$ cat config.mk
export PLATFORM = sky130hd
export DESIGN_NAME = can_fed_proportional_drive_core
export DESIGN_NICKNAME = d
export VERILOG_FILES = /design/src/rtl/core/cfpd_pkg.sv /design/src/rtl/core/cfpd_datapath.sv /design/src/rtl/core/can_fed_proportional_drive_core.sv
export SDC_FILE = /design/constraint.sdc
export NUM_CORES = 2
export LEC_CHECK = 0
export BUFFER_PORTS_ARGS = -buffer_cell sky130_fd_sc_hd__buf_4
export CORE_MARGIN = 4
export CORE_UTILIZATION = 43
export CTS_CLUSTER_SIZE = 20
export DETAILED_ROUTE_END_ITERATION = 6
export PLACE_DENSITY = 0.58
export SLEW_MARGIN = 20
export SYNTH_ARGS = -nofsm -noshare
export SYNTH_HDL_FRONTEND = slang
export SYNTH_SLANG_ARGS = --single-unit
$ cat constraint.sdc
create_clock -name clk -period 13.5 [get_ports clk]
set_input_delay 0.675 -clock clk [delete_from_list [all_inputs] [get_ports clk]]
set_output_delay 0.675 -clock clk [all_outputs]
set_load 0.01 [all_outputs]
$ cat src/rtl/core/cfpd_pkg.sv
`default_nettype none

package cfpd_pkg;

  // field widths
  localparam int FRAC_BITS = 16;
  localparam int GAIN_FRAC = 8;
  localparam int ID_W      = 11;
  localparam int BYTE_W    = 8;
  localparam int ADC_W     = 12;
  localparam int CODE_W    = 12;
  localparam int STAT_W    = 2;
  localparam int GAIN_W    = 16;
  localparam int SHAFT_W   = 14;
  localparam int WHEEL_W   = 12;
  localparam int GEAR_W    = 4;

  // datapath widths, all but Y_W follow from the fraction width
  localparam int RATIO_W = FRAC_BITS + 4;
  localparam int Q_W     = FRAC_BITS + 16;
  localparam int MA_W    = FRAC_BITS + 17;
  localparam int MB_W    = ((FRAC_BITS > 20) ? FRAC_BITS : 20) + 1;
  localparam int PROD_W  = MA_W + MB_W;
  localparam int ACC_W   = FRAC_BITS + 27;
  localparam int UB_W    = FRAC_BITS + 9;
  localparam int Y_W     = 19;

  // frame identifiers
  localparam logic [ID_W-1:0] ID_SHAFT = 11'h0AA;
  localparam logic [ID_W-1:0] ID_WHEEL = 11'h0CE;
  localparam logic [ID_W-1:0] ID_GEAR  = 11'h1D2;

  // gear range with a ratio entry
  localparam logic [GEAR_W-1:0] GEAR_MIN = 4'd5;
  localparam logic [GEAR_W-1:0] GEAR_MAX = 4'd11;

  // config register indexes
  localparam int CFG_IDX_W = 1;
  localparam logic [CFG_IDX_W-1:0] REG_ENABLE = 1'b0;
  localparam logic [CFG_IDX_W-1:0] REG_GAIN   = 1'b1;
  localparam logic [GAIN_W-1:0]    GAIN_RESET = 16'd2560;

  // drive status codes
  localparam logic [STAT_W-1:0] ST_RANGE = 2'd0;
  localparam logic [STAT_W-1:0] ST_LOW   = 2'd1;
  localparam logic [STAT_W-1:0] ST_HIGH  = 2'd2;
  localparam logic [STAT_W-1:0] ST_PASS  = 2'd3;

  localparam logic [CODE_W-1:0] CODE_LOW  = 12'd547;
  localparam logic [CODE_W-1:0] CODE_HIGH = 12'd2799;

  // fixed point constants, rounded to nearest at the fraction scale
  localparam logic [63:0] C_ADC_64   = ((64'd1776 << FRAC_BITS) + 64'd5000) / 64'd10000;
  localparam logic [63:0] C_OFF_64   = ((64'd972 << FRAC_BITS) + 64'd5) / 64'd10;
  localparam logic [63:0] C_OMEGA_64 =
    ((64'd6283184 << FRAC_BITS) + 64'd30000000) / 64'd60000000;
  localparam logic [63:0] C_WHEEL_64 = ((64'd100000 << FRAC_BITS) + 64'd57096) / 64'd114192;
  localparam logic [63:0] LIMIT_64   = 64'd400 << FRAC_BITS;

  localparam logic signed [ACC_W-1:0] OFF_ACC   = ACC_W'(C_OFF_64);
  localparam logic signed [ACC_W-1:0] LIMIT_ACC = ACC_W'(LIMIT_64);

  localparam logic signed [MB_W-1:0] C_ADC_MB   = MB_W'(C_ADC_64);
  localparam logic signed [MB_W-1:0] C_OMEGA_MB = MB_W'(C_OMEGA_64);
  localparam logic signed [MB_W-1:0] C_WHEEL_MB = MB_W'(C_WHEEL_64);

  // code = floor(floor((u + off) * 1000 / 2^F) / 178); the divide by 178 is a
  // multiply by ceil(2^27 / 178), exact for the bounded range of y
  localparam logic signed [MB_W-1:0] SCALE_MB    = MB_W'(1000);
  localparam logic signed [MB_W-1:0] RECIP_MB    = MB_W'(754033);
  localparam int                     RECIP_SHIFT = 27;

  // 3.15 times the gear constant, scaled by 1e6
  localparam logic [RATIO_W-1:0] RATIO_G5  =
    RATIO_W'(((64'd15056370 << FRAC_BITS) + 64'd500000) / 64'd1000000);
  localparam logic [RATIO_W-1:0] RATIO_G6  =
    RATIO_W'(((64'd9627030 << FRAC_BITS) + 64'd500000) / 64'd1000000);
  localparam logic [RATIO_W-1:0] RATIO_G7  =
    RATIO_W'(((64'd6781320 << FRAC_BITS) + 64'd500000) / 64'd1000000);
  localparam logic [RATIO_W-1:0] RATIO_G8  =
    RATIO_W'(((64'd5286330 << FRAC_BITS) + 64'd500000) / 64'd1000000);
  localparam logic [RATIO_W-1:0] RATIO_G9  =
    RATIO_W'(((64'd4378815 << FRAC_BITS) + 64'd500000) / 64'd1000000);
  localparam logic [RATIO_W-1:0] RATIO_G10 =
    RATIO_W'(((64'd3789765 << FRAC_BITS) + 64'd500000) / 64'd1000000);
  localparam logic [RATIO_W-1:0] RATIO_G11 =
    RATIO_W'(((64'd3150000 << FRAC_BITS) + 64'd500000) / 64'd1000000);

  function automatic logic [RATIO_W-1:0] ratio_lut(input logic [GEAR_W-1:0] gear);
    logic [RATIO_W-1:0] r;
    case (gear)
      4'd5:    r = RATIO_G5;
      4'd6:    r = RATIO_G6;
      4'd7:    r = RATIO_G7;
      4'd8:    r = RATIO_G8;
      4'd9:    r = RATIO_G9;
      4'd10:   r = RATIO_G10;
      default: r = RATIO_G11;
    endcase
    return r;
  endfunction

  // micro-op encodings
  typedef enum logic [3:0] {
    OP_NOP,
    OP_A_LOAD,
    OP_S_LOAD,
    OP_Q_LOAD,
    OP_D_SUBR,
    OP_U_SUB,
    OP_UB_LOAD,
    OP_Y_LOAD,
    OP_EMIT_CODE,
    OP_EMIT_LOW,
    OP_EMIT_HIGH,
    OP_EMIT_PASS,
    OP_FRAME
  } alu_op_t;

  typedef enum logic [2:0] {
    MA_ADC,
    MA_SHAFT,
    MA_RATIO,
    MA_Q,
    MA_D,
    MA_UB,
    MA_Y
  } mula_sel_t;

  typedef enum logic [2:0] {
    MB_CADC,
    MB_COMEGA,
    MB_WHEEL,
    MB_CWHEEL,
    MB_GAIN,
    MB_SCALE,
    MB_RECIP
  } mulb_sel_t;

  typedef enum logic [2:0] {
    J_NONE,
    J_FRAME,
    J_PASS,
    J_ULOW,
    J_UHIGH
  } jcond_t;

  localparam int PROG_LEN = 20;
  localparam int PC_W     = 5;

  localparam logic [PC_W-1:0] PC_LOW   = 5'd16;
  localparam logic [PC_W-1:0] PC_HIGH  = 5'd17;
  localparam logic [PC_W-1:0] PC_PASS  = 5'd18;
  localparam logic [PC_W-1:0] PC_FRAME = 5'd19;

  typedef struct packed {
    alu_op_t         alu;
    mula_sel_t       ma;
    mulb_sel_t       mb;
    logic            mul_en;
    jcond_t          jc;
    logic [PC_W-1:0] target;
    logic            last;
  } ucw_t;

  typedef struct packed {
    logic u_low;
    logic u_high;
  } dp_flags_t;

  // control store
  function automatic ucw_t ucode(input logic [PC_W-1:0] pc);
    ucw_t w;
    w = '{alu: OP_NOP, ma: MA_ADC, mb: MB_CADC, mul_en: 1'b0, jc: J_NONE,
          target: '0, last: 1'b0};
    case (pc)
      // dispatch on item kind and enable
      5'd0: begin
        w.jc = J_FRAME;
        w.target = PC_FRAME;
      end
      5'd1: begin
        w.jc = J_PASS;
        w.target = PC_PASS;
      end
      // a = adc * A - B
      5'd2: begin
        w.mul_en = 1'b1;
        w.ma = MA_ADC;
        w.mb = MB_CADC;
      end
      5'd3: begin
        w.alu = OP_A_LOAD;
        w.mul_en = 1'b1;
        w.ma = MA_SHAFT;
        w.mb = MB_COMEGA;
      end
      // s, then ratio * wheel
      5'd4: begin
        w.alu = OP_S_LOAD;
        w.mul_en = 1'b1;
        w.ma = MA_RATIO;
        w.mb = MB_WHEEL;
      end
      5'd5: w.alu = OP_Q_LOAD;
      5'd6: begin
        w.mul_en = 1'b1;
        w.ma = MA_Q;
        w.mb = MB_CWHEEL;
      end
      // d = s - r
      5'd7: w.alu = OP_D_SUBR;
      5'd8: begin
        w.mul_en = 1'b1;
        w.ma = MA_D;
        w.mb = MB_GAIN;
      end
      // u = a - floor(gain * d / 2^8)
      5'd9: w.alu = OP_U_SUB;
      5'd10: begin
        w.jc = J_ULOW;
        w.target = PC_LOW;
      end
      5'd11: begin
        w.alu = OP_UB_LOAD;
        w.jc = J_UHIGH;
        w.target = PC_HIGH;
      end
      // code conversion
      5'd12: begin
        w.mul_en = 1'b1;
        w.ma = MA_UB;
        w.mb = MB_SCALE;
      end
      5'd13: w.alu = OP_Y_LOAD;
      5'd14: begin
        w.mul_en = 1'b1;
        w.ma = MA_Y;
        w.mb = MB_RECIP;
      end
      5'd15: begin
        w.alu = OP_EMIT_CODE;
        w.last = 1'b1;
      end
      5'd16: begin
        w.alu = OP_EMIT_LOW;
        w.last = 1'b1;
      end
      5'd17: begin
        w.alu = OP_EMIT_HIGH;
        w.last = 1'b1;
      end
      5'd18: begin
        w.alu = OP_EMIT_PASS;
        w.last = 1'b1;
      end
      5'd19: begin
        w.alu = OP_FRAME;
        w.last = 1'b1;
      end
      default: w.last = 1'b1;
    endcase
    return w;
  endfunction

endpackage

`default_nettype wire

$ cat src/rtl/core/cfpd_datapath.sv
`default_nettype none

module cfpd_datapath (
  input  wire logic                          clk,
  input  wire logic                          go,
  input  wire cfpd_pkg::ucw_t                ctl,
  input  wire logic [cfpd_pkg::ADC_W-1:0]    adc,
  input  wire logic [cfpd_pkg::SHAFT_W-1:0]  shaft,
  input  wire logic [cfpd_pkg::WHEEL_W-1:0]  wheel,
  input  wire logic [cfpd_pkg::RATIO_W-1:0]  ratio,
  input  wire logic [cfpd_pkg::GAIN_W-1:0]   gain,
  output cfpd_pkg::dp_flags_t                flags,
  output logic [cfpd_pkg::CODE_W-1:0]        code
);

  logic signed [cfpd_pkg::MA_W-1:0]   mul_a;
  logic signed [cfpd_pkg::MB_W-1:0]   mul_b;
  logic signed [cfpd_pkg::PROD_W-1:0] prod_full;

  logic signed [cfpd_pkg::PROD_W-1:0] prod_r;
  logic signed [cfpd_pkg::ACC_W-1:0]  acc_r;
  logic signed [cfpd_pkg::MA_W-1:0]   d_r;
  logic [cfpd_pkg::Q_W-1:0]           q_r;
  logic [cfpd_pkg::UB_W-1:0]          ub_r;
  logic [cfpd_pkg::Y_W-1:0]           y_r;

  // multiplier operand select
  always_comb begin
    case (ctl.ma)
      cfpd_pkg::MA_ADC:   mul_a = cfpd_pkg::MA_W'(adc);
      cfpd_pkg::MA_SHAFT: mul_a = cfpd_pkg::MA_W'(shaft);
      cfpd_pkg::MA_RATIO: mul_a = cfpd_pkg::MA_W'(ratio);
      cfpd_pkg::MA_Q:     mul_a = cfpd_pkg::MA_W'(q_r);
      cfpd_pkg::MA_D:     mul_a = d_r;
      cfpd_pkg::MA_UB:    mul_a = cfpd_pkg::MA_W'(ub_r);
      cfpd_pkg::MA_Y:     mul_a = cfpd_pkg::MA_W'(y_r);
      default:            mul_a = '0;
    endcase
    case (ctl.mb)
      cfpd_pkg::MB_CADC:   mul_b = cfpd_pkg::C_ADC_MB;
      cfpd_pkg::MB_COMEGA: mul_b = cfpd_pkg::C_OMEGA_MB;
      cfpd_pkg::MB_WHEEL:  mul_b = cfpd_pkg::MB_W'(wheel);
      cfpd_pkg::MB_CWHEEL: mul_b = cfpd_pkg::C_WHEEL_MB;
      cfpd_pkg::MB_GAIN:   mul_b = cfpd_pkg::MB_W'(gain);
      cfpd_pkg::MB_SCALE:  mul_b = cfpd_pkg::SCALE_MB;
      cfpd_pkg::MB_RECIP:  mul_b = cfpd_pkg::RECIP_MB;
      default:             mul_b = '0;
    endcase
  end

  // shared signed multiplier, product registered
  assign prod_full = mul_a * mul_b;

  // working registers, one micro-op per step
  always_ff @(posedge clk) begin
    if (go) begin
      if (ctl.mul_en) begin
        prod_r <= prod_full;
      end
      case (ctl.alu)
        cfpd_pkg::OP_A_LOAD:  acc_r <= cfpd_pkg::ACC_W'(prod_r) - cfpd_pkg::OFF_ACC;
        cfpd_pkg::OP_S_LOAD:  d_r <= cfpd_pkg::MA_W'(prod_r);
        cfpd_pkg::OP_Q_LOAD:  q_r <= prod_r[cfpd_pkg::Q_W-1:0];
        cfpd_pkg::OP_D_SUBR:  d_r <= d_r - cfpd_pkg::MA_W'(prod_r >>> cfpd_pkg::FRAC_BITS);
        cfpd_pkg::OP_U_SUB:   acc_r <= acc_r - cfpd_pkg::ACC_W'(prod_r >>> cfpd_pkg::GAIN_FRAC);
        cfpd_pkg::OP_UB_LOAD: ub_r <= cfpd_pkg::UB_W'(acc_r + cfpd_pkg::OFF_ACC);
        cfpd_pkg::OP_Y_LOAD:  y_r <= prod_r[cfpd_pkg::FRAC_BITS +: cfpd_pkg::Y_W];
        default: ;
      endcase
    end
  end

  // sign and limit of u for the clamp jumps
  assign flags.u_low  = acc_r[cfpd_pkg::ACC_W-1];
  assign flags.u_high = (acc_r > cfpd_pkg::LIMIT_ACC);

  assign code = prod_r[cfpd_pkg::RECIP_SHIFT +: cfpd_pkg::CODE_W];

endmodule

`default_nettype wire

$ cat src/rtl/core/can_fed_proportional_drive_core.sv
`default_nettype none

// channel   direction  handshake            payload
// in_       input      in_valid / in_stall   kind, frame_id, bytes 1/4/5, adc_sample
// out_      output     out_valid / out_stall dac_code, drive_status
// cfg_      input      cfg_valid / cfg_ready index (0 enable, 1 gain), 16-bit data
//
// One item is worked at a time by a 20-step microprogram around one shared multiplier.
// A frame jumps to the frame step, a passthrough to the pass step, a clamped sample to
// the low or high step; an in-range sample is converted. At most one multiply per step.
// The next item is accepted in the cycle after the last step.
// Reset (synchronous) clears speeds and ratio, loads enable 0 and gain 10.0.
// A result waits in the output register; emitting holds while it is full and stalled.
module can_fed_proportional_drive_core (
  input  wire logic                               clk,
  input  wire logic                               rst_n,
  // input items
  input  wire logic                               in_valid,
  output logic                                    in_stall,
  input  wire logic                               in_kind,
  input  wire logic [cfpd_pkg::ID_W-1:0]          in_frame_id,
  input  wire logic [cfpd_pkg::BYTE_W-1:0]        in_payload_byte1,
  input  wire logic [cfpd_pkg::BYTE_W-1:0]        in_payload_byte4,
  input  wire logic [cfpd_pkg::BYTE_W-1:0]        in_payload_byte5,
  input  wire logic [cfpd_pkg::ADC_W-1:0]         in_adc_sample,
  // results
  output logic                                    out_valid,
  input  wire logic                               out_stall,
  output logic [cfpd_pkg::CODE_W-1:0]             out_dac_code,
  output logic [cfpd_pkg::STAT_W-1:0]             out_drive_status,
  // configuration
  input  wire logic                               cfg_valid,
  output logic                                    cfg_ready,
  input  wire logic [cfpd_pkg::CFG_IDX_W-1:0]     cfg_index,
  input  wire logic [cfpd_pkg::GAIN_W-1:0]        cfg_data
);

  // sequencer
  logic                        busy_r, busy_nxt;
  logic [cfpd_pkg::PC_W-1:0]   pc_r, pc_nxt;
  cfpd_pkg::ucw_t              ucw;
  cfpd_pkg::dp_flags_t         flags;
  logic                        in_beat;
  logic                        is_emit;
  logic                        out_free;
  logic                        go;
  logic                        take;

  // latched item
  logic                        kind_r;
  logic [cfpd_pkg::ID_W-1:0]   id_r;
  logic [cfpd_pkg::BYTE_W-1:0] b1_r, b4_r, b5_r;
  logic [cfpd_pkg::ADC_W-1:0]  adc_r;

  // config and stored state
  logic                          enable_r;
  logic [cfpd_pkg::GAIN_W-1:0]   gain_r;
  logic [cfpd_pkg::SHAFT_W-1:0]  shaft_r;
  logic [cfpd_pkg::WHEEL_W-1:0]  wheel_r;
  logic [cfpd_pkg::RATIO_W-1:0]  ratio_r;
  logic [2*cfpd_pkg::BYTE_W-1:0] word;
  logic [cfpd_pkg::GEAR_W-1:0]   gear;

  // output register
  logic                          out_valid_r;
  logic [cfpd_pkg::CODE_W-1:0]   out_code_r;
  logic [cfpd_pkg::STAT_W-1:0]   out_status_r;
  logic [cfpd_pkg::CODE_W-1:0]   dp_code;

  assign in_stall  = busy_r;
  assign in_beat   = in_valid && !in_stall;
  assign cfg_ready = 1'b1;

  assign ucw = cfpd_pkg::ucode(pc_r);

  always_comb begin
    case (ucw.alu)
      cfpd_pkg::OP_EMIT_CODE,
      cfpd_pkg::OP_EMIT_LOW,
      cfpd_pkg::OP_EMIT_HIGH,
      cfpd_pkg::OP_EMIT_PASS: is_emit = 1'b1;
      default:                is_emit = 1'b0;
    endcase
  end

  // an emitting step waits for room in the output register
  assign out_free = !out_valid_r || !out_stall;
  assign go       = busy_r && (!is_emit || out_free);

  // jump conditions
  always_comb begin
    case (ucw.jc)
      cfpd_pkg::J_FRAME: take = !kind_r;
      cfpd_pkg::J_PASS:  take = !enable_r;
      cfpd_pkg::J_ULOW:  take = flags.u_low;
      cfpd_pkg::J_UHIGH: take = flags.u_high;
      default:           take = 1'b0;
    endcase
  end

  // step counter
  always_comb begin
    busy_nxt = busy_r;
    pc_nxt   = pc_r;
    if (in_beat) begin
      busy_nxt = 1'b1;
      pc_nxt   = '0;
    end else if (go) begin
      if (ucw.last) begin
        busy_nxt = 1'b0;
      end else if (take) begin
        pc_nxt = ucw.target;
      end else begin
        pc_nxt = pc_r + 1'b1;
      end
    end
  end

  always_ff @(posedge clk) begin
    if (!rst_n) begin
      busy_r <= 1'b0;
      pc_r   <= '0;
    end else begin
      busy_r <= busy_nxt;
      pc_r   <= pc_nxt;
    end
  end

  // item capture
  always_ff @(posedge clk) begin
    if (in_beat) begin
      kind_r <= in_kind;
      id_r   <= in_frame_id;
      b1_r   <= in_payload_byte1;
      b4_r   <= in_payload_byte4;
      b5_r   <= in_payload_byte5;
      adc_r  <= in_adc_sample;
    end
  end

  // config writes
  always_ff @(posedge clk) begin
    if (!rst_n) begin
      enable_r <= 1'b0;
      gain_r   <= cfpd_pkg::GAIN_RESET;
    end else if (cfg_valid && cfg_ready) begin
      case (cfg_index)
        cfpd_pkg::REG_ENABLE: enable_r <= cfg_data[0];
        cfpd_pkg::REG_GAIN:   gain_r <= cfg_data;
        default: ;
      endcase
    end
  end

  // frame decode
  assign word = {b5_r, b4_r};
  assign gear = b1_r[cfpd_pkg::BYTE_W-1 -: cfpd_pkg::GEAR_W];

  always_ff @(posedge clk) begin
    if (!rst_n) begin
      shaft_r <= '0;
      wheel_r <= '0;
      ratio_r <= '0;
    end else if (go && (ucw.alu == cfpd_pkg::OP_FRAME)) begin
      if (id_r == cfpd_pkg::ID_SHAFT) begin
        shaft_r <= word[2 +: cfpd_pkg::SHAFT_W];
      end
      if (id_r == cfpd_pkg::ID_WHEEL) begin
        wheel_r <= word[4 +: cfpd_pkg::WHEEL_W];
      end
      if ((id_r == cfpd_pkg::ID_GEAR) && (gear >= cfpd_pkg::GEAR_MIN) &&
          (gear <= cfpd_pkg::GEAR_MAX)) begin
        ratio_r <= cfpd_pkg::ratio_lut(gear);
      end
    end
  end

  cfpd_datapath u_dp (
    .clk   (clk),
    .go    (go),
    .ctl   (ucw),
    .adc   (adc_r),
    .shaft (shaft_r),
    .wheel (wheel_r),
    .ratio (ratio_r),
    .gain  (gain_r),
    .flags (flags),
    .code  (dp_code)
  );

  // result register
  always_ff @(posedge clk) begin
    if (!rst_n) begin
      out_valid_r <= 1'b0;
    end else if (go && is_emit) begin
      out_valid_r <= 1'b1;
    end else if (!out_stall) begin
      out_valid_r <= 1'b0;
    end
  end

  always_ff @(posedge clk) begin
    if (go && is_emit) begin
      case (ucw.alu)
        cfpd_pkg::OP_EMIT_LOW: begin
          out_code_r   <= cfpd_pkg::CODE_LOW;
          out_status_r <= cfpd_pkg::ST_LOW;
        end
        cfpd_pkg::OP_EMIT_HIGH: begin
          out_code_r   <= cfpd_pkg::CODE_HIGH;
          out_status_r <= cfpd_pkg::ST_HIGH;
        end
        cfpd_pkg::OP_EMIT_PASS: begin
          out_code_r   <= adc_r;
          out_status_r <= cfpd_pkg::ST_PASS;
        end
        default: begin
          out_code_r   <= dp_code;
          out_status_r <= cfpd_pkg::ST_RANGE;
        end
      endcase
    end
  end

  assign out_valid        = out_valid_r;
  assign out_dac_code     = out_code_r;
  assign out_drive_status = out_status_r;

  // checks
  a_emit_ends_item: assert property (@(posedge clk) disable iff (!rst_n)
    (go && is_emit) |=> !busy_r)
    else $error("emitting step did not end the item");

  a_pc_in_program: assert property (@(posedge clk) disable iff (!rst_n)
    busy_r |-> (pc_r < cfpd_pkg::PC_W'(cfpd_pkg::PROG_LEN)))
    else $error("step counter left the control store");

  a_accept_starts: assert property (@(posedge clk) disable iff (!rst_n)
    in_beat |=> (busy_r && (pc_r == '0)))
    else $error("accepted beat did not start the program");

  a_low_code: assert property (@(posedge clk) disable iff (!rst_n)
    (out_valid && (out_drive_status == cfpd_pkg::ST_LOW)) |->
      (out_dac_code == cfpd_pkg::CODE_LOW))
    else $error("clamped low result with wrong code");

endmodule

`default_nettype wire

Word-level counts from Yosys, hierarchy flattened
Cells that the tools add are included.
{"block": "totals", "elab_cells": 145, "latch_bits": 0, "regBits": 335, "n_memories": 0, "mem_bits_rw": 0, "output_inout_bits": 17, "input_bits": 70, "rom_bits": 0}
{"block": "classes", "add_sub_neg": 5, "n_reduce_logical": 36, "n_lt_le_gt_ge": 3, "n_mul": 1, "shifts": 0, "n_eq_ne": 58, "bitwise_logic": 2, "muxes": 18, "div": 0}
{"cell": "case mux 33 bit (7 select lines)", "count": 1}
{"cell": "case mux 20 bit (7 select lines)", "count": 1}
{"cell": "case mux 20 bit (6 select lines)", "count": 1}
{"cell": "case mux 43 bit (2 select lines)", "count": 1}
{"cell": "case mux 33 bit (2 select lines)", "count": 1}
{"cell": "multiplier 33 x 21 -> 51 bit", "count": 1}
{"cell": "case mux 7 bit (7 select lines)", "count": 1}
{"cell": "case mux 4 bit (12 select lines)", "count": 1}
{"cell": "greater-than comparator 43 x 26 -> 1 bit, second input constant", "count": 1}
{"cell": "subtractor 43 x 24 -> 43 bit, second input constant", "count": 1}
{"cell": "subtractor 43 bit", "count": 1}
{"cell": "== test 5 x 4 -> 1 bit, second input constant", "count": 8}
{"cell": "case mux 12 bit (3 select lines)", "count": 1}
{"cell": "subtractor 33 bit", "count": 1}
{"cell": "== test 4 bit, second input constant", "count": 8}
{"cell": "case mux 8 bit (4 select lines)", "count": 1}
{"cell": "== test 4 x 3 -> 1 bit, second input constant", "count": 7}
{"cell": "AND reduction 2 bit", "count": 13}
{"cell": "adder 25 x 24 -> 25 bit, second input constant", "count": 1}
{"cell": "== test 11 x 8 -> 1 bit, second input constant", "count": 2}
{"cell": "== test 3 bit, second input constant", "count": 7}
{"cell": "== test 5 x 3 -> 1 bit, second input constant", "count": 4}
{"cell": "== test 5 bit, second input constant", "count": 4}
{"cell": "== test 3 x 2 -> 1 bit, second input constant", "count": 6}
{"cell": "24 further kinds", "count": 49}

Logic depth before layout (Yosys ltp)
{"block": "depth", "ltp_word": 10, "mapped_depth": 40, "depth_no_buf": 36}

Modules after synthesis
A second synthesis with hierarchy kept.
{"block": "hier_totals", "cells_unflattened": 4267, "area_unflattened_um2": 40053.4}
{"module": "cfpd_datapath", "area_each_um2": 34798.4, "cells_per_inst": 3775, "seq_area_each_um2": 6095.8, "instances": 1}
{"module": "can_fed_proportional_drive_core", "area_each_um2": 5255.0, "cells_per_inst": 492, "seq_area_each_um2": 3042.9, "instances": 1}

Worst setup path before layout
OpenSTA, ideal clock, no wires.
{"block": "synth_timing", "path_type": "flip-flop to flip-flop", "from": "register pc_r[0] in the netlist's numbering", "to": "register u_dp.prod_r[0] in the netlist's numbering, enable pin", "arrival_ns": 9.678, "path_stages_with_launch": 9, "slack_ns": 3.089, "n_path_buf": 1, "t_required_ns": 12.767, "setup_time_ns": 0.733, "period_less_slack_ns": 10.411, "path_cell_list": "dfxtp_1 > ha_1 > clkbuf_1 > and3_1 > ha_1 > a31oi_2 > nand2b_1 > o21ai_0 > a2111oi_0"}
{"block": "synth_between", "elab_chain_len": 9, "word_cells_on_any_way": 29, "classes_between": "eq/ne (21); mux (3); reduce/logical (5)"}
{"item": "from (decl)", "line": "can_fed_proportional_drive_core.sv:40", "text": "logic [cfpd_pkg::PC_W-1:0] pc_r, pc_nxt;"}
{"item": "from (signal assigned)", "line": "can_fed_proportional_drive_core.sv:125", "text": "pc_r <= pc_nxt;"}
{"item": "== test 5 bit, or another cell as far along", "line": "cfpd_pkg.sv:176", "text": "case (pc)"}
{"item": "case mux 4 bit (12 select lines)", "line": "cfpd_pkg.sv:176"}
{"item": "== test 4 bit", "line": "can_fed_proportional_drive_core.sv:77", "text": "case (ucw.alu)"}
{"item": "OR reduction 4 bit", "line": "can_fed_proportional_drive_core.sv:77"}
{"item": "two-way mux 1 bit", "line": "can_fed_proportional_drive_core.sv:77"}
{"item": "logical NOT 1 bit", "line": "can_fed_proportional_drive_core.sv:88", "text": "assign go = busy_r && (!is_emit || out_free);"}
{"item": "logical OR 1 bit", "line": "can_fed_proportional_drive_core.sv:88"}
{"item": "logical AND 1 bit", "line": "can_fed_proportional_drive_core.sv:88"}
{"item": "AND reduction 2 bit (no line) (*)"}
{"item": "to (signal assigned)", "line": "cfpd_datapath.sv:58", "text": "prod_r <= prod_full;"}
{"item": "to (decl)", "line": "cfpd_datapath.sv:20", "text": "logic signed [cfpd_pkg::PROD_W-1:0] prod_r;"}
Mark *: on every way between the ends. The rest lies on a longest branch, timed or not.
A chain may end at the register's enable or synchronous reset.

Worst setup path in the final report
{"block": "layout_timing", "from": "register pc_r[0] in the netlist's numbering", "to": "register u_dp.prod_r[47] in the netlist's numbering, data pin"}
{"block": "layout_between", "elab_chain_len": 5, "word_cells_on_any_way": 25, "classes_between": "mul (1); eq/ne (19); mux (3); reduce/logical (2)"}
{"item": "== test 5 x 4 -> 1 bit, or another cell as far along", "line": "cfpd_pkg.sv:176"}
{"item": "case mux 7 bit (7 select lines) (*)", "line": "cfpd_pkg.sv:176"}
{"item": "== test 3 bit, or another cell as far along", "line": "cfpd_datapath.sv:29", "text": "case (ctl.ma)"}
{"item": "case mux 33 bit (7 select lines) / case mux 20 bit (7 select lines) (equally long branches)", "line": "cfpd_datapath.sv:29, cfpd_datapath.sv:39"}
{"item": "multiplier 33 x 21 -> 51 bit (*)", "line": "cfpd_datapath.sv:52", "text": "assign prod_full = mul_a * mul_b;"}
{"item": "via u_dp.prod_full (one bit)", "line": "cfpd_datapath.sv:18", "text": "logic signed [cfpd_pkg::PROD_W-1:0] prod_full;"}
Mark *: on every way through the listed nets, which the timed path passes. The rest lies on a longest branch.

==> impl_metrics.tcl <==
set metrics [dict create \
    rsz0062_at_grt "false" \
    vias 29884 \
    clock-skew-final_ns 0.0424 \
    cts_root_buf "clkbuf_16" \
    min_path_cells 1 \
    pwr-share-comb_pct 59.8 \
    finalMaxSlewViolations 0 \
    clkPwrFrac_pct 18.0 \
    cp_max_fo 21 \
    cpMostUsedCell "inv_1" \
    fp.dieArea_sq_mm 0.0957 \
    drv_cap 0 \
    ir_drop_mv 0.330 \
    wl_per_cell_um 22.4 \
    ys_seq_elements 327 \
    start_util_pct 43.4 \
    switching_share_pct 45.3 \
    final_cell_mix "inv_1 (703), fa_1 (600), nand2_1 (568)" \
    syn_inst 4155 \
    hold_path_class "in -> reg" \
    r2r_slack_ns 2.56 \
    ff2ff_path_depth 37 \
    synth_edf_count 259 \
    period_share_pct 81.0 \
    drtAntennaViolNets 0 \
    via_per_inst 5.52 \
    portBuffers 79 \
    hold_end "adc_r[2]" \
    final_area_sq_mm 0.0425 \
    ys_types 91 \
    cts_tree "done" \
    rows 110 \
    nets 5084 \
    grt_use_total_pct 25.9 \
    cts_hold_buf 0 \
    fmax_mhz 91.4 \
    cts_inserted_buffers 38 \
    crit_type "reg -> reg" \
    tns_ns 0 \
    post_cts_resized 0 \
    die_w_um 309 \
    antenna_found_initial 3 \
    grt_overflow_total 0 \
    cp-end-kind "flip-flop" \
    worstReg2RegEnd "u_dp.prod_r[47]" \
    clock_latency_ns 0.58 \
    cts.sinks 327 \
    fp.coreArea_sq_mm 0.0900 \
    first_pass_iters 7 \
    syn_area_sq_mm 0.0391 \
    slew_headroom_pct 23.2 \
    die_y_um 309 \
    hold_viol_final 0 \
    worst_pin_slew_ns 1.15 \
    area_growth_syn_to_layout_pct 8.85 \
    intPower_mw 3.35 \
    syn_area_per_cell_sq_um 9.40 \
    holdWs_ns 0.266 \
    grt_max_degree 86 \
    synth_top_flop_cell "edfxtp_1" \
    p_leak_nw 19.4 \
    final_common_cell "inv_1" \
    critPathRequiredTime_ns 13.82 \
    power_density_mw_per_mm2 144 \
    clock_path_buffers 3 \
    setup_viol 0 \
    post_dp_cell_area_sq_mm 0.0412 \
    drc 3 \
    ys.warnings.count 0 \
    io_pins 87 \
    cp-start-kind "flip-flop" \
    dp.final_hpwl_mm 95.6 \
    clk_pin_slew_ns 0.06 \
    cp_data_arrival_time_ns 11.26 \
    min_from "in_adc_sample[2]" \
    post_cts_buffers 0 \
    grt_pass1_vias 30212 \
    async_flop_share_pct 0 \
    slowest_delay_ns 0.66 \
    drive_gt1_share_pct 6.14 \
    outcome "complete, but fails checks" \
    failed_checks "design-rule violations" \
    slowest_stage "nor2_1" \
    grt_pass1_wl_mm 187 \
    place_congestion 0.940 \
    final_util_pct 47.2 \
    drtIter0Drc 2748 \
    switching_power_mw 2.78 \
    ys_seq_area_share_pct 23.4 \
    wl_mm 121 \
    p_seq_share_pct 22.2 \
    reg2reg_from "pc_r[0]" \
    cts-htree-levels 2 \
    timing.final.crit_period_ns 10.94 \
]
## per-layer routing
| layer | track usage, % | wire (um) | vias up |
|---|---|---|---|
| met3 | 3.75 | 9220 | 170 |
| li1 | - | - | 13467 |
| met5 | 0 | 0 | - |
| met2 | 39.9 | 53800 | 1152 |
| met1 | 38.4 | 54200 | 15095 |
| met4 | 7.43 | 3780 | 0 |
## metrics by stage
step                      power (mW)  setup WS, ns  std cells
final                           6.13          2.56       5411
after global routing            6.61          2.07       5411
after CTS                       6.04          2.77       5407
after detailed placement        4.84          2.84       5339
after global placement          4.90          2.96       5339
after floorplan                 3.87          3.09       4193
## worst max-delay path, delay by kind of cell (launching register included)
| kind | cells | cell delay, ns |
|---|---|---|
| adder cells (fa/ha/maj) | 9 | 4.32 |
| AO/OA/AOI/OAI | 10 | 2.47 |
| AND/OR/NAND/NOR | 6 | 1.86 |
| buffers and inverters | 11 | 1.47 |
| flip-flops | 1 | 0.35 |
| multiplexers | 1 | 0.17 |
## Yosys cell counts, drive strengths merged (32+ instances only)
cell | instances | area (sq um)
a21o | 63 | 473
a21oi | 196 | 985
a31oi | 34 | 219
buf | 51 | 258
clkbuf | 114 | 428
dfxtp | 68 | 1360
edfxtp | 259 | 7780
fa | 600 | 12000
ha | 210 | 2630
inv | 704 | 2640
mux2i | 51 | 510
nand2 | 570 | 2140
nand3 | 57 | 295
nand4 | 32 | 200
nor2 | 335 | 1260
nor2b | 75 | 469
nor3 | 36 | 185
o21ai | 147 | 736
xnor2 | 125 | 1090
xor2 | 57 | 499
## kinds of logic after synthesis
logic type	after synthesis	share of synthesized area, %
simple gates	1235	13.9
buf+inv	870	8.53
fa+ha+maj	810	37.5
compound gates	676	11.2
flops	327	23.4
xor+xnor	182	4.08
mux	53	1.36
other cells	2	0.0192
## sequential cells by signal (all words and copies together), names as in the netlist, 14 cells and up
signal       count
u_dp.ub_r       25
ratio_r         18
u_dp.acc_r      43
u_dp.y_r        19
shaft_r         14
gain_r          16
u_dp.prod_r     51
u_dp.q_r        32
u_dp.d_r        33
## how the worst max path moves through the flow
stage / start / end / slack [ns] / cells past startpoint
after global placement: pc_r[0] / u_dp.prod_r[48] / 2.96 / 30
after CTS: pc_r[0] / u_dp.prod_r[48] / 2.77 / 29
final: pc_r[0] / u_dp.prod_r[47] / 2.56 / 37
after floorplan: pc_r[0] / u_dp.prod_r[0] / 3.09 / 8
after global routing: pc_r[0] / u_dp.prod_r[47] / 2.07 / 37
after detailed placement: pc_r[0] / u_dp.prod_r[48] / 2.84 / 30
## power groups by stage
stage	clock, mW	sequential [mW]	combinational [mW]
3_5_place_dp	0	1.38	3.46
6_report	1.10	1.36	3.67
3_3_place_gp	0	1.38	3.52
5_1_grt	1.16	1.36	4.08
2_1_floorplan	0	1.34	2.53
4_1_cts	1.12	1.36	3.57
## cell type report
class / instances / area, sq um
multi-input cells: 2996 / 26900
clock buffers: 48 / 1020
fillers: 8639 / 47500
repair buffers: 136 / 1030
flip-flops and latches: 327 / 9140
well taps: 1176 / 1470
inverters: 705 / 2650
diodes: 3 / 7.51
clock inverters: 20 / 282
Note: power is estimated with default switching activity, not from simulation.
